**config.mk**
```make
export PLATFORM = sky130hd
export DESIGN_NAME = intel_hex_record_parser
export DESIGN_NICKNAME = d
export VERILOG_FILES = /design/src/design/ihex_pkg.sv /design/src/design/intel_hex_record_parser.sv /design/src/design/ihex_core.sv /design/src/design/ihex_out_reg.sv
export VERILOG_INCLUDE_DIRS = /design/src /design/src/design
export SDC_FILE = /design/constraint.sdc
export NUM_CORES = 1
export LEC_CHECK = 0
export ABC_AREA = 1
export ABC_CLOCK_PERIOD_IN_PS = 5100
export BUFFER_PORTS_ARGS = -buffer_cell sky130_fd_sc_hd__buf_2
export CORE_UTILIZATION = 30
export DETAILED_ROUTE_END_ITERATION = 6
export GPL_TIMING_DRIVEN = 0
export PLACE_DENSITY = 0.51
export SLEW_MARGIN = 30
export SYNTH_ARGS = -nofsm -noshare
export SYNTH_HDL_FRONTEND = slang
export SYNTH_HIERARCHICAL = 1
export SYNTH_SLANG_ARGS = --single-unit
```
**constraint.sdc**
```tcl
create_clock -name clk_i -period 5.1 [get_ports clk_i]
set_clock_uncertainty 0.1 [all_clocks]
set_input_delay 0 -clock clk_i [delete_from_list [all_inputs] [get_ports clk_i]]
set_output_delay 0 -clock clk_i [all_outputs]
set_load 0.02 [all_outputs]
```
**src/design/intel_hex_record_parser_assert.svh**
```systemverilog
// ----------------------------------------------------------------------------
// intel_hex_record_parser_assert.svh
// assertion macros used by the hex parser core (ihex_core)
// ----------------------------------------------------------------------------
`ifndef INTEL_HEX_RECORD_PARSER_ASSERT_SVH
`define INTEL_HEX_RECORD_PARSER_ASSERT_SVH

// same-cycle implication, clocked on clk_i, off during reset
`define IHEX_ASSERT_NOW(label, ante, cons, msg) \
  label: assert property (@(posedge clk_i) disable iff (!rst_ni) (ante) |-> (cons)) \
    else $error(msg);

// next-cycle implication
`define IHEX_ASSERT_NEXT(label, ante, cons, msg) \
  label: assert property (@(posedge clk_i) disable iff (!rst_ni) (ante) |=> (cons)) \
    else $error(msg);

`endif

```
**src/design/ihex_pkg.sv**
```systemverilog
// ----------------------------------------------------------------------------
// ihex_pkg
// types and constants of the intel hex record parser
// ----------------------------------------------------------------------------
package ihex_pkg;

  typedef enum logic [1:0] {
    KIND_DATA   = 2'd0,
    KIND_ACCEPT = 2'd1,
    KIND_ERROR  = 2'd2
  } ihex_kind_e;

  typedef enum logic [2:0] {
    STS_OK        = 3'd0,
    STS_NO_COLON  = 3'd1,
    STS_NONHEX    = 3'd2,
    STS_ODD       = 3'd3,
    STS_CHECKSUM  = 3'd4,
    STS_SIZE      = 3'd5,
    STS_EXT_LEN   = 3'd6,
    STS_TYPE      = 3'd7
  } ihex_status_e;

  localparam logic [7:0] COLON_CHAR   = 8'h3A;
  localparam logic [8:0] HEADER_BYTES = 9'd4;
  localparam logic [8:0] FRAME_BYTES  = 9'd5;
  localparam logic [8:0] INDEX_MAX    = 9'd511;
  localparam logic [7:0] EXT_LEN      = 8'd2;

  // record types
  localparam logic [7:0] REC_DATA      = 8'd0;
  localparam logic [7:0] REC_EOF       = 8'd1;
  localparam logic [7:0] REC_EXT_SEG   = 8'd2;
  localparam logic [7:0] REC_EXT_LIN   = 8'd4;
  localparam logic [7:0] REC_START_LIN = 8'd5;

  typedef struct packed {
    logic [7:0] char_code;
    logic       end_of_line;
  } ihex_in_t;

  typedef struct packed {
    ihex_kind_e   result_kind;
    logic [31:0]  byte_address;
    logic [7:0]   data_byte;
    logic [7:0]   record_type;
    ihex_status_e status;
  } ihex_out_t;

endpackage

```
**src/design/intel_hex_record_parser.sv**
```systemverilog
// ----------------------------------------------------------------------------
// intel_hex_record_parser
// intel hex text parser, one character per request
// ----------------------------------------------------------------------------
// Takes one character per cycle with no bubbles as long as the result side
// keeps up; each character gives zero or one result. A character passes an
// input register, then the record state update and result decode, and lands
// in the result register, which drives the output. The result register alone
// sets the rate: an output stall holds the input once the input register is
// also full. After an EOF record or any error the parser halts and silently
// drops all further characters until reset.
module intel_hex_record_parser import ihex_pkg::*; (
  input  logic      clk_i,
  input  logic      rst_ni,
  input  logic      in_valid_i,
  output logic      in_stall_o,
  input  ihex_in_t  in_item_i,
  output logic      out_valid_o,
  input  logic      out_stall_i,
  output ihex_out_t out_item_o
);

  logic      in_vld_q;
  ihex_in_t  in_q;
  logic      adv;
  logic      step;
  logic      res_vld;
  ihex_out_t res;

  assign step       = in_vld_q && adv;
  assign in_stall_o = in_vld_q && !adv;

  always_ff @(posedge clk_i or negedge rst_ni) begin
    if (!rst_ni) begin
      in_vld_q <= 1'b0;
    end else if (!in_stall_o) begin
      in_vld_q <= in_valid_i;
    end
  end

  always_ff @(posedge clk_i) begin
    if (!in_stall_o && in_valid_i) begin
      in_q <= in_item_i;
    end
  end

  ihex_core u_core (
    .clk_i     (clk_i),
    .rst_ni    (rst_ni),
    .step_i    (step),
    .item_i    (in_q),
    .res_vld_o (res_vld),
    .res_o     (res)
  );

  ihex_out_reg u_out (
    .clk_i       (clk_i),
    .rst_ni      (rst_ni),
    .res_vld_i   (res_vld),
    .res_i       (res),
    .adv_o       (adv),
    .out_valid_o (out_valid_o),
    .out_stall_i (out_stall_i),
    .out_item_o  (out_item_o)
  );

endmodule

```
**src/design/ihex_core.sv**
```systemverilog
// ----------------------------------------------------------------------------
// ihex_core
// record state and per-character decode, at most one result per character
// ----------------------------------------------------------------------------
`include "intel_hex_record_parser_assert.svh"

module ihex_core import ihex_pkg::*; (
  input  logic      clk_i,
  input  logic      rst_ni,
  input  logic      step_i,
  input  ihex_in_t  item_i,
  output logic      res_vld_o,
  output ihex_out_t res_o
);

  logic        in_rec_q, in_rec_d;
  logic [3:0]  hn_q, hn_d;
  logic        np_q, np_d;
  logic [8:0]  idx_q, idx_d;
  logic [7:0]  cnt_q, cnt_d;
  logic [15:0] addr_q, addr_d;
  logic [7:0]  type_q, type_d;
  logic [7:0]  cs_q, cs_d;
  logic [15:0] ext_q, ext_d;
  logic [31:0] off_q, off_d;
  logic        halted_q, halted_d;

  logic       hex_ok;
  logic [3:0] hex_val;
  logic [7:0] byte_val;
  logic       fin;

  // uppercase hex digit decode
  always_comb begin
    hex_ok  = 1'b0;
    hex_val = 4'd0;
    if (item_i.char_code >= 8'h30 && item_i.char_code <= 8'h39) begin
      hex_ok  = 1'b1;
      hex_val = 4'(item_i.char_code - 8'h30);
    end else if (item_i.char_code >= 8'h41 && item_i.char_code <= 8'h46) begin
      hex_ok  = 1'b1;
      hex_val = 4'(item_i.char_code - 8'h37);
    end
  end

  assign byte_val = {hn_q, hex_val};

  always_comb begin
    in_rec_d  = in_rec_q;
    hn_d      = hn_q;
    np_d      = np_q;
    idx_d     = idx_q;
    cnt_d     = cnt_q;
    addr_d    = addr_q;
    type_d    = type_q;
    cs_d      = cs_q;
    ext_d     = ext_q;
    off_d     = off_q;
    halted_d  = halted_q;
    fin       = 1'b0;
    res_vld_o = 1'b0;
    res_o     = '0;

    if (step_i && !halted_q) begin
      if (!in_rec_q) begin
        if (item_i.char_code != COLON_CHAR) begin
          res_vld_o         = 1'b1;
          res_o.result_kind = KIND_ERROR;
          res_o.status      = STS_NO_COLON;
          halted_d          = 1'b1;
        end else begin
          in_rec_d = 1'b1;
          hn_d     = '0;
          np_d     = 1'b0;
          idx_d    = '0;
          cnt_d    = '0;
          addr_d   = '0;
          type_d   = '0;
          cs_d     = '0;
          ext_d    = '0;
          fin      = item_i.end_of_line;
        end
      end else if (!hex_ok) begin
        res_vld_o         = 1'b1;
        res_o.result_kind = KIND_ERROR;
        res_o.status      = STS_NONHEX;
        halted_d          = 1'b1;
      end else begin
        if (!np_q) begin
          hn_d = hex_val;
          np_d = 1'b1;
        end else begin
          np_d = 1'b0;
          cs_d = cs_q + byte_val;
          priority if (idx_q == 9'd0) begin
            cnt_d = byte_val;
          end else if (idx_q == 9'd1) begin
            addr_d[15:8] = byte_val;
          end else if (idx_q == 9'd2) begin
            addr_d[7:0] = byte_val;
          end else if (idx_q == 9'd3) begin
            type_d = byte_val;
          end else if (idx_q < HEADER_BYTES + {1'b0, cnt_q}) begin
            ext_d = {ext_q[7:0], byte_val};
            // data bytes go out before the line is checked
            if (type_q == REC_DATA && !item_i.end_of_line) begin
              res_vld_o          = 1'b1;
              res_o.result_kind  = KIND_DATA;
              res_o.byte_address = off_q + {16'd0, addr_q}
                                   + {23'd0, idx_q - HEADER_BYTES};
              res_o.data_byte    = byte_val;
              res_o.status       = STS_OK;
            end
          end else begin
            // checksum byte and anything past it only feed the sum
          end
          idx_d = (idx_q == INDEX_MAX) ? idx_q : idx_q + 9'd1;
        end
        fin = item_i.end_of_line;
      end

      // end of line checks, on the updated line state
      if (fin) begin
        in_rec_d           = 1'b0;
        res_vld_o          = 1'b1;
        res_o.byte_address = '0;
        res_o.data_byte    = '0;
        res_o.result_kind  = KIND_ERROR;
        halted_d           = 1'b1;
        priority if (np_d) begin
          res_o.status = STS_ODD;
        end else if (cs_d != 8'd0) begin
          res_o.status = STS_CHECKSUM;
        end else if (idx_d != FRAME_BYTES + {1'b0, cnt_d}) begin
          res_o.status = STS_SIZE;
        end else if ((type_d == REC_EXT_SEG || type_d == REC_EXT_LIN)
                     && cnt_d != EXT_LEN) begin
          res_o.status = STS_EXT_LEN;
        end else if (type_d == REC_DATA || type_d == REC_START_LIN
                     || type_d == REC_EOF) begin
          res_o.result_kind = KIND_ACCEPT;
          res_o.status      = STS_OK;
          halted_d          = (type_d == REC_EOF);
        end else if (type_d == REC_EXT_SEG) begin
          res_o.result_kind = KIND_ACCEPT;
          res_o.status      = STS_OK;
          halted_d          = 1'b0;
          off_d             = {12'd0, ext_d, 4'd0};
        end else if (type_d == REC_EXT_LIN) begin
          res_o.result_kind = KIND_ACCEPT;
          res_o.status      = STS_OK;
          halted_d          = 1'b0;
          off_d             = {ext_d, 16'd0};
        end else begin
          res_o.status = STS_TYPE;
        end
      end
      res_o.record_type = type_d;
    end
  end

  always_ff @(posedge clk_i or negedge rst_ni) begin
    if (!rst_ni) begin
      in_rec_q <= 1'b0;
      hn_q     <= '0;
      np_q     <= 1'b0;
      idx_q    <= '0;
      cnt_q    <= '0;
      addr_q   <= '0;
      type_q   <= '0;
      cs_q     <= '0;
      ext_q    <= '0;
      off_q    <= '0;
      halted_q <= 1'b0;
    end else begin
      in_rec_q <= in_rec_d;
      hn_q     <= hn_d;
      np_q     <= np_d;
      idx_q    <= idx_d;
      cnt_q    <= cnt_d;
      addr_q   <= addr_d;
      type_q   <= type_d;
      cs_q     <= cs_d;
      ext_q    <= ext_d;
      off_q    <= off_d;
      halted_q <= halted_d;
    end
  end

  `IHEX_ASSERT_NEXT(a_halt_sticky, halted_q, halted_q, "parser left the halted state")
  `IHEX_ASSERT_NEXT(a_error_halts, res_vld_o && res_o.result_kind == KIND_ERROR,
                    halted_q, "error result without halt")
  `IHEX_ASSERT_NOW(a_data_in_record, res_vld_o && res_o.result_kind == KIND_DATA,
                   in_rec_q && !halted_q && idx_q >= HEADER_BYTES,
                   "data byte outside a record body")
  `IHEX_ASSERT_NOW(a_status_kind, res_vld_o && res_o.status != STS_OK,
                   res_o.result_kind == KIND_ERROR, "error status on a non-error result")

endmodule

```
**src/design/ihex_out_reg.sv**
```systemverilog
// ----------------------------------------------------------------------------
// ihex_out_reg
// result register with valid/stall toward the consumer
// ----------------------------------------------------------------------------
module ihex_out_reg import ihex_pkg::*; (
  input  logic      clk_i,
  input  logic      rst_ni,
  input  logic      res_vld_i,
  input  ihex_out_t res_i,
  output logic      adv_o,
  output logic      out_valid_o,
  input  logic      out_stall_i,
  output ihex_out_t out_item_o
);

  logic      vld_q;
  ihex_out_t data_q;

  // register can take a new result when empty or being drained
  assign adv_o = !vld_q || !out_stall_i;

  always_ff @(posedge clk_i or negedge rst_ni) begin
    if (!rst_ni) begin
      vld_q <= 1'b0;
    end else if (adv_o) begin
      vld_q <= res_vld_i;
    end
  end

  always_ff @(posedge clk_i) begin
    if (adv_o && res_vld_i) begin
      data_q <= res_i;
    end
  end

  assign out_valid_o = vld_q;
  assign out_item_o  = data_q;

endmodule
```
Yosys cells after proc, flatten, opt, wreduce, memory -nomap -nowiden
Index checks and enable logic that the tools add are counted.
{"block": "word_totals", "reg_bits": 168, "latchBits": 0, "mem_bits_rw": 0, "rom_bits": 0, "inputBits": 13, "out_inout_bits": 55, "elab_cells": 216, "mem_count": 0}
{"block": "op_classes", "n_addsub": 9, "multipliers": 0, "div": 0, "order_cmp": 5, "n_eq_ne": 20, "n_shift": 0, "muxes": 119, "bitwise": 11, "reduce_logical": 31}
{"cell": "42-bit 2-to-1 mux", "count": 6}
{"cell": "16-bit 2-to-1 mux", "count": 14}
{"cell": "8-bit 2-to-1 mux", "count": 23}
{"cell": "40-bit 2-to-1 mux", "count": 4}
{"cell": "32-bit 2-to-1 mux", "count": 2}
{"cell": "9-bit 2-to-1 mux", "count": 6}
{"cell": "1-bit 2-to-1 mux", "count": 38}
{"cell": "32-bit by 16-bit adder with 32-bit output", "count": 1}
{"cell": "32-bit by 9-bit adder with 32-bit output", "count": 1}
{"cell": "3-bit 2-to-1 mux", "count": 9}
{"cell": "4-bit 2-to-1 mux", "count": 6}
{"cell": "2-bit 2-to-1 mux", "count": 11}
{"cell": "3-bit by 8-bit adder with 9-bit output (first input constant)", "count": 2}
{"cell": "9-bit by 2-bit equality test with 1-bit output (second input constant)", "count": 2}
{"cell": "8-bit by 3-bit equality test with 1-bit output (second input constant)", "count": 2}
{"cell": "8-bit logical NOT", "count": 2}
{"cell": "2-bit inequality test (second input constant)", "count": 7}
{"cell": "1-bit NOT", "count": 11}
{"cell": "11-bit OR reduction", "count": 1}
{"cell": "9-bit by 1-bit adder with 9-bit output (second input constant)", "count": 1}
{"cell": "9-bit by 1-bit equality test with 1-bit output (second input constant)", "count": 1}
{"cell": "9-bit equality test (second input constant)", "count": 1}
{"cell": "1-bit logical AND", "count": 9}
{"cell": "9-bit logical NOT", "count": 1}
{"cell": "other kinds (26)", "count": 34}

Depth between registers and ports, before layout
{"block": "logic_depth", "word_depth": 21, "ltp_mapped": 28, "depth_no_buf": 28}

Hierarchy
The synthesis kept the hierarchy.
{"module": "ihex_core", "n_inst": 1, "cells_each": 1263, "area_per_inst_um2": 8380.5, "seq_area_each_um2": 2502.4}
{"module": "ihex_out_reg", "n_inst": 1, "cells_each": 58, "area_per_inst_um2": 1632.8, "seq_area_each_um2": 1616.6}
{"module": "intel_hex_record_parser", "n_inst": 1, "cells_each": 18, "area_per_inst_um2": 335.3, "seq_area_each_um2": 295.3}

Least setup slack after synthesis
Ideal clock, no wire load.
{"block": "synth_timing", "kind": "flip-flop to flip-flop", "start": "register in_q[1] (netlist name)", "end": "register u_out.data_q (netlist bit u_out/out_item_o[0]) (enable)", "setup_ps": 481, "t_arrival_ps": 4540, "setup_slack_ps": -22, "stages_incl_launch_ff": 17, "n_path_buf": 1, "cell_sequence": "edfxtp_1 > inv_1 > ha_1 > nand2_1 > o21ai_1 > inv_2 > nand2_2 > nand2_4 > buf_6 > inv_4 > nand2_1 > nand2_1 > inv_2 > a21oi_1 > a31o_2 > inv_1 > a21oi_1"}
{"block": "synth_via", "elab_chain_len": 10, "word_cells_on_any_way": 19, "cone_classes": "4 x order compare; 1 x eq/ne; 11 x mux; 3 x reduce/logical"}
{"item": "start, declared", "line_no": "intel_hex_record_parser.sv:24", "rtl": "ihex_in_t in_q;"}
{"item": "start signal, assigned", "line_no": "intel_hex_record_parser.sv:43", "rtl": "in_q <= in_item_i;"}
{"item": "8-bit by 7-bit greater-or-equal comparator with 1-bit output / 8-bit by 7-bit less-or-equal comparator with 1-bit output (equally long branches)", "line_no": "ihex_core.sv:40", "rtl": "end else if (item_i.char_code >= 8'h41 && item_i.char_code <= 8'h46) begin"}
{"item": "1-bit logical AND", "line_no": "ihex_core.sv:40"}
{"item": "1-bit 2-to-1 mux", "line_no": "ihex_core.sv:40"}
{"item": "1-bit 2-to-1 mux", "line_no": "ihex_core.sv:37", "rtl": "if (item_i.char_code >= 8'h30 && item_i.char_code <= 8'h39) begin"}
{"item": "1-bit 2-to-1 mux", "line_no": "ihex_core.sv:83", "rtl": "end else if (!hex_ok) begin"}
{"item": "1-bit 2-to-1 mux", "line_no": "ihex_core.sv:65", "rtl": "if (!in_rec_q) begin"}
{"item": "1-bit 2-to-1 mux", "line_no": "ihex_core.sv:64", "rtl": "if (step_i && !halted_q) begin"}
{"item": "1-bit 2-to-1 mux (*)", "line_no": "ihex_core.sv:123", "rtl": "if (fin) begin"}
{"item": "1-bit 2-to-1 mux (*)", "line_no": "ihex_core.sv:64"}
{"item": "net res_vld", "line_no": "intel_hex_record_parser.sv:27", "rtl": "logic res_vld;"}
{"item": "1-bit logical AND (*)", "line_no": "ihex_out_reg.sv:31", "rtl": "if (adv_o && res_vld_i) begin"}
{"item": "end signal, assigned", "line_no": "ihex_out_reg.sv:32", "rtl": "data_q <= res_i;"}
{"item": "end, declared", "line_no": "ihex_out_reg.sv:17", "rtl": "ihex_out_t data_q;"}
Mark *: on every way through the listed nets, which the timed path passes. The rest lies on a longest branch. The select of a mux whose other input is x is not followed.
A chain may end at the register's enable or synchronous reset.

Worst setup path in the final report
{"block": "layout_timing", "start": "register u_core.idx_q[2]", "end": "register u_out.data_q (netlist bit u_out/out_item_o[47]) (data pin)"}
{"block": "layout_via", "elab_chain_len": 3, "word_cells_on_any_way": 9, "cone_classes": "2 x add/sub; 1 x order compare; 3 x eq/ne; 1 x bitwise; 2 x reduce/logical"}
{"item": "start, declared", "line_no": "ihex_core.sv:19", "rtl": "logic [8:0] idx_q, idx_d;"}
{"item": "start signal, assigned", "line_no": "ihex_core.sv:179", "rtl": "idx_q <= idx_d;"}
{"item": "branches (longest 3 deep; another with 32-bit by 9-bit adder with 32-bit output)"}
Parallel ways; which one is timed is not known.

==> impl_metrics.prom <==
# TYPE chip_impl_metric gauge
chip_impl_metric{name="regToRegSetupSlack",unit="ns"} 0.42
chip_impl_info{name="critical_path.reg2reg.endpoint",value="u_out/out_item_o[47]"} 1
chip_impl_metric{name="cp_data_required_time",unit="ns"} 5.26
chip_impl_info{name="crit_chain",value="inv_1 -> nand3_1 -> nor3_1 -> xor2_1 -> fa_1 -> ha_1 -> nand2_1 -> nor3_1 -> nand2_1 -> o211ai_1 -> a31oi_1 -> o21ai_0 -> a21oi_1 -> o21ai_0 -> nand2_1 -> inv_1 -> nand2_1 -> inv_1 -> a21oi_1 -> a211oi_1"} 1
chip_impl_metric{name="drtAntennaViolNets",unit=""} 0
chip_impl_metric{name="synth_nets",unit=""} 1412
chip_impl_metric{name="wire_length_on_met3",unit="mm"} 1.52
chip_impl_metric{name="syn-mean-instance-area",unit="um2"} 7.73
chip_impl_metric{name="design.die.area",unit="mm2"} 0.0352
chip_impl_metric{name="wire_per_inst",unit="um"} 16.1
chip_impl_info{name="grt_setup_unrepaired",value="false"} 1
chip_impl_info{name="critical_path.startpoint_type",value="flop"} 1
chip_impl_metric{name="cts_made_buffers",unit=""} 17
chip_impl_metric{name="rr_worst_depth",unit=""} 20
chip_impl_metric{name="vias_in_the_first_global_route",unit=""} 8710
chip_impl_metric{name="final-max-slew-violation-count",unit=""} 0
chip_impl_metric{name="postRouteWirelength",unit="mm"} 30.6
chip_impl_info{name="critPathKind",value="flop to flop"} 1
chip_impl_metric{name="fin_setup_tns",unit="ns"} 0
chip_impl_metric{name="power_per_cell_area",unit="mW/mm2"} 355
chip_impl_metric{name="die_height",unit="um"} 188
chip_impl_metric{name="synth_cells",unit=""} 1339
chip_impl_metric{name="dpl.hpwl",unit="mm"} 23.4
chip_impl_metric{name="timing.critical_path.fanout_max",unit=""} 6
chip_impl_metric{name="post_route_cells_drive_above_1_share",unit="%"} 12.1
chip_impl_info{name="slowest_library_cell_on_the_worst_path",value="sky130_fd_sc_hd__fa_1"} 1
chip_impl_info{name="end_kind",value="flop"} 1
chip_impl_metric{name="final_design_area_no_fill",unit="mm2"} 0.0121
chip_impl_metric{name="netlist_area",unit="mm2"} 0.0103
chip_impl_metric{name="die_w",unit="um"} 188
chip_impl_metric{name="row_count",unit=""} 67
chip_impl_metric{name="tritoncts_num_sinks",unit=""} 164
chip_impl_metric{name="core_area",unit="mm2"} 0.0337
chip_impl_metric{name="detail_route.first_pass.iterations",unit=""} 7
chip_impl_metric{name="final_nets",unit=""} 1516
chip_impl_metric{name="antenna_violations_before_repair",unit=""} 0
chip_impl_metric{name="period_minus_slack",unit="ns"} 4.68
chip_impl_info{name="dominantRegCellSynth",value="sky130_fd_sc_hd__dfrtp_1"} 1
chip_impl_metric{name="max-cap-violations",unit=""} 0
chip_impl_metric{name="ys_seq_area_share",unit="%"} 42.7
chip_impl_metric{name="clk_transition_reported_paths",unit="ns"} 0.07
chip_impl_metric{name="antenna-diode-count",unit=""} 0
chip_impl_metric{name="areaGrowthSynthToFinish",unit="%"} 16.8
chip_impl_info{name="cts_tree",value="done"} 1
chip_impl_metric{name="met2WireLength",unit="mm"} 13.9
chip_impl_metric{name="synth_cell_type_count",unit=""} 48
chip_impl_metric{name="route.vias.total",unit=""} 9224
chip_impl_metric{name="post_drt_via_cell_ratio",unit=""} 4.84
chip_impl_metric{name="hold_violations",unit=""} 0
chip_impl_metric{name="postSynth.asyncResetShare",unit="%"} 62.2
chip_impl_info{name="timing.critical_path.from",value="u_core/idx_q[2]"} 1
chip_impl_metric{name="boundaryPins",unit=""} 68
chip_impl_metric{name="power.static_leakage",unit="nW"} 5.57
chip_impl_metric{name="grt_pass1_wl",unit="mm"} 48.2
chip_impl_metric{name="finish.utilization",unit="%"} 35.9
chip_impl_metric{name="grt_overflow_total",unit=""} 0
chip_impl_metric{name="fin_crit_sh",unit="%"} 91.8
chip_impl_info{name="worst_setup_path_endpoint",value="u_out/out_item_o[47]"} 1
chip_impl_info{name="hold_path.class",value="primary input to async pin"} 1
chip_impl_metric{name="relSlewSlack",unit="%"} 47.7
chip_impl_metric{name="worst_ep_arrival_time",unit="ns"} 4.85
chip_impl_metric{name="achievable-frequency",unit="MHz"} 214
chip_impl_metric{name="synth_seq_cells",unit=""} 164
chip_impl_info{name="final_common_cell",value="sky130_fd_sc_hd__nand2_1"} 1
chip_impl_info{name="worstReg2RegStart",value="u_core/idx_q[2]"} 1
chip_impl_metric{name="htree_levels",unit=""} 4
chip_impl_metric{name="insertion_delay",unit="ns"} 0.45
chip_impl_metric{name="worst_slew_pin_slew",unit="ns"} 0.784
chip_impl_info{name="timing.critical_path.mode_cell",value="sky130_fd_sc_hd__nand2_1"} 1
chip_impl_metric{name="setup_violations",unit=""} 0
chip_impl_info{name="clock_tree.root_cell",value="sky130_fd_sc_hd__clkbuf_16"} 1
chip_impl_metric{name="number_of_flops_mapped_to_enable_cells_by_yosys",unit=""} 62
chip_impl_metric{name="met1Wirelength",unit="mm"} 14.4
chip_impl_info{name="highest_layer",value="met4"} 1
chip_impl_metric{name="route.detailed.drc",unit=""} 0
chip_impl_metric{name="synth.yosys.warnings",unit=""} 6
chip_impl_metric{name="place_congestion",unit=""} 0.907
chip_impl_metric{name="crit_path_max_incr_delay",unit="ns"} 0.46
chip_impl_metric{name="irDropWorstVdd",unit="mV"} 0.239
chip_impl_metric{name="starting_density_of_the_core",unit="%"} 30.7
chip_impl_metric{name="overall_track_demand_over_capacity_in_global_routing",unit="%"} 17.8
chip_impl_metric{name="buffer_ports.inserted",unit=""} 67
chip_impl_metric{name="ctsLongestPathBuffers",unit=""} 2
chip_impl_info{name="status",value="finished clean"} 1
chip_impl_metric{name="place_area",unit="mm2"} 0.0114
chip_impl_info{name="most-common-layout-cells",value="sky130_fd_sc_hd__nand2_1, sky130_fd_sc_hd__inv_1, sky130_fd_sc_hd__o21ai_0"} 1
chip_impl_metric{name="drt_iter0_markers",unit=""} 720
chip_impl_metric{name="pin_count_of_the_biggest_net_entering_global_routing",unit=""} 62
[worst min-delay path by stage]
stage	startpoint	endpoint	slack (ns)	cells past startpoint
floorplan	rst_ni	in_vld_q	-0.40	0
global placement	in_item_i[5]	in_q[5]	0.08	1
detailed placement	rst_ni	u_core/cs_q[2]	-0.17	1
CTS	rst_ni	u_core/hn_q[0]	0.05	3
global route	rst_ni	u_core/ext_q[15]	0.06	3
finish	rst_ni	u_core/cnt_q[4]	0.04	3
[what timing repair did]
item	CTS	global route
gates resized for setup	0	3
setup buffers	0	0
hold buffers	14	0
endpoints found under the hold margin	130	0
setup endpoints to repair	0	4
[per-layer routing]
layer | vias to the layer above | global-route usage (%)
met4 | 0 | 5.91
li1 | 4605 | -
met2 | 263 | 28.5
met1 | 4316 | 24.3
met3 | 40 | 3.07
met5 | - | 0
[Yosys cell counts, types with 4 or more instances]
library cell / n / area, um2
sky130_fd_sc_hd__nand4_1: 10 / 62.6
sky130_fd_sc_hd__dfrtp_1: 102 / 2550
sky130_fd_sc_hd__clkbuf_1: 24 / 90.1
sky130_fd_sc_hd__inv_1: 157 / 589
sky130_fd_sc_hd__xnor2_1: 4 / 35.0
sky130_fd_sc_hd__nand3_1: 78 / 390
sky130_fd_sc_hd__o21a_1: 4 / 30.0
sky130_fd_sc_hd__fa_1: 6 / 120
sky130_fd_sc_hd__nand2_1: 396 / 1490
sky130_fd_sc_hd__xor2_1: 16 / 140
sky130_fd_sc_hd__a21oi_1: 64 / 320
sky130_fd_sc_hd__inv_2: 8 / 30.0
sky130_fd_sc_hd__nor3_1: 16 / 80.1
sky130_fd_sc_hd__o22ai_1: 5 / 31.3
sky130_fd_sc_hd__o21ai_2: 28 / 245
sky130_fd_sc_hd__a31oi_1: 10 / 62.6
sky130_fd_sc_hd__nand2_2: 8 / 50.1
sky130_fd_sc_hd__o21ai_1: 10 / 50.1
sky130_fd_sc_hd__ha_1: 54 / 676
sky130_fd_sc_hd__buf_6: 6 / 67.6
sky130_fd_sc_hd__a21oi_2: 4 / 35.0
sky130_fd_sc_hd__o21ai_0: 123 / 616
sky130_fd_sc_hd__nor2_1: 100 / 375
sky130_fd_sc_hd__edfxtp_1: 62 / 1860
[flip-flops by register name, indices dropped and copies added, names as in the netlist]
| register | flops |
|---|---|
| u_core/ext_q | 16 |
| in_vld_q | 1 |
| u_core/off_q | 28 |
| u_out/out_item_o | 53 |
| u_core/halted_q | 1 |
| u_core/cs_q | 8 |
| u_core/in_rec_q | 1 |
| u_core/idx_q | 9 |
| u_core/type_q | 8 |
| u_core/addr_q | 16 |
| u_core/cnt_q | 8 |
| u_core/np_q | 1 |
| in_q | 9 |
| u_core/hn_q | 4 |
| u_out/out_valid_o | 1 |
[report_power, final]
| group | leakage (nW) | total, mW | internal (mW) | switching, mW |
|---|---|---|---|---|
| logic | 3.34 | 1.37 | 0.433 | 0.935 |
| clock network | 0.282 | 1.29 | 0.710 | 0.576 |
| registers | 1.95 | 1.64 | 1.51 | 0.124 |
| total | 5.57 | 4.29 | 2.66 | 1.64 |
[cell type report]
class | count | area, um2
multi-input combinational | 971 | 5130
sequential | 164 | 4410
buffer | 35 | 180
clock inverter | 12 | 119
tap | 448 | 561
clock buffer | 20 | 458
inverter | 169 | 637
timing repair buffer | 85 | 588
fill | 3603 | 21600
[kinds of logic (layout without fill, tap and decap cells)]
group | count (synthesis) | count (layout) | synth area share (%)
simple gates | 631 | 631 | 25.7
compound gates | 259 | 259 | 14.2
buf+inv | 204 | 321 | 7.88
flops | 164 | 164 | 42.7
fa+ha+maj | 60 | 60 | 7.69
xor+xnor | 20 | 20 | 1.69
mux | 1 | 1 | 0.0967
[through the flow]
stage	instances	power [mW]	worst slack, ns	hold WS, ns
after floorplan	1339	2.60	1.16	-0.396
after global placement	1854	2.98	-0.435	0.0765
after detailed placement	1858	3.01	0.340	-0.166
after CTS	1904	4.32	0.287	0.0525
after global routing	1904	4.58	0.0351	0.0596
final	1904	4.29	0.419	0.0394
[critical path: cells and delay by family, from the launching register on]
family	cells	cell delay [ns]
DFF	1	0.45
adders and majority gates	2	0.83
AOI/OAI and AO/OA	7	1.56
xor gates and xnor gates	1	0.26
buffers and inverters	3	0.45
and+or+nand+nor	7	0.82
Power figures use the tool's default switching activity.
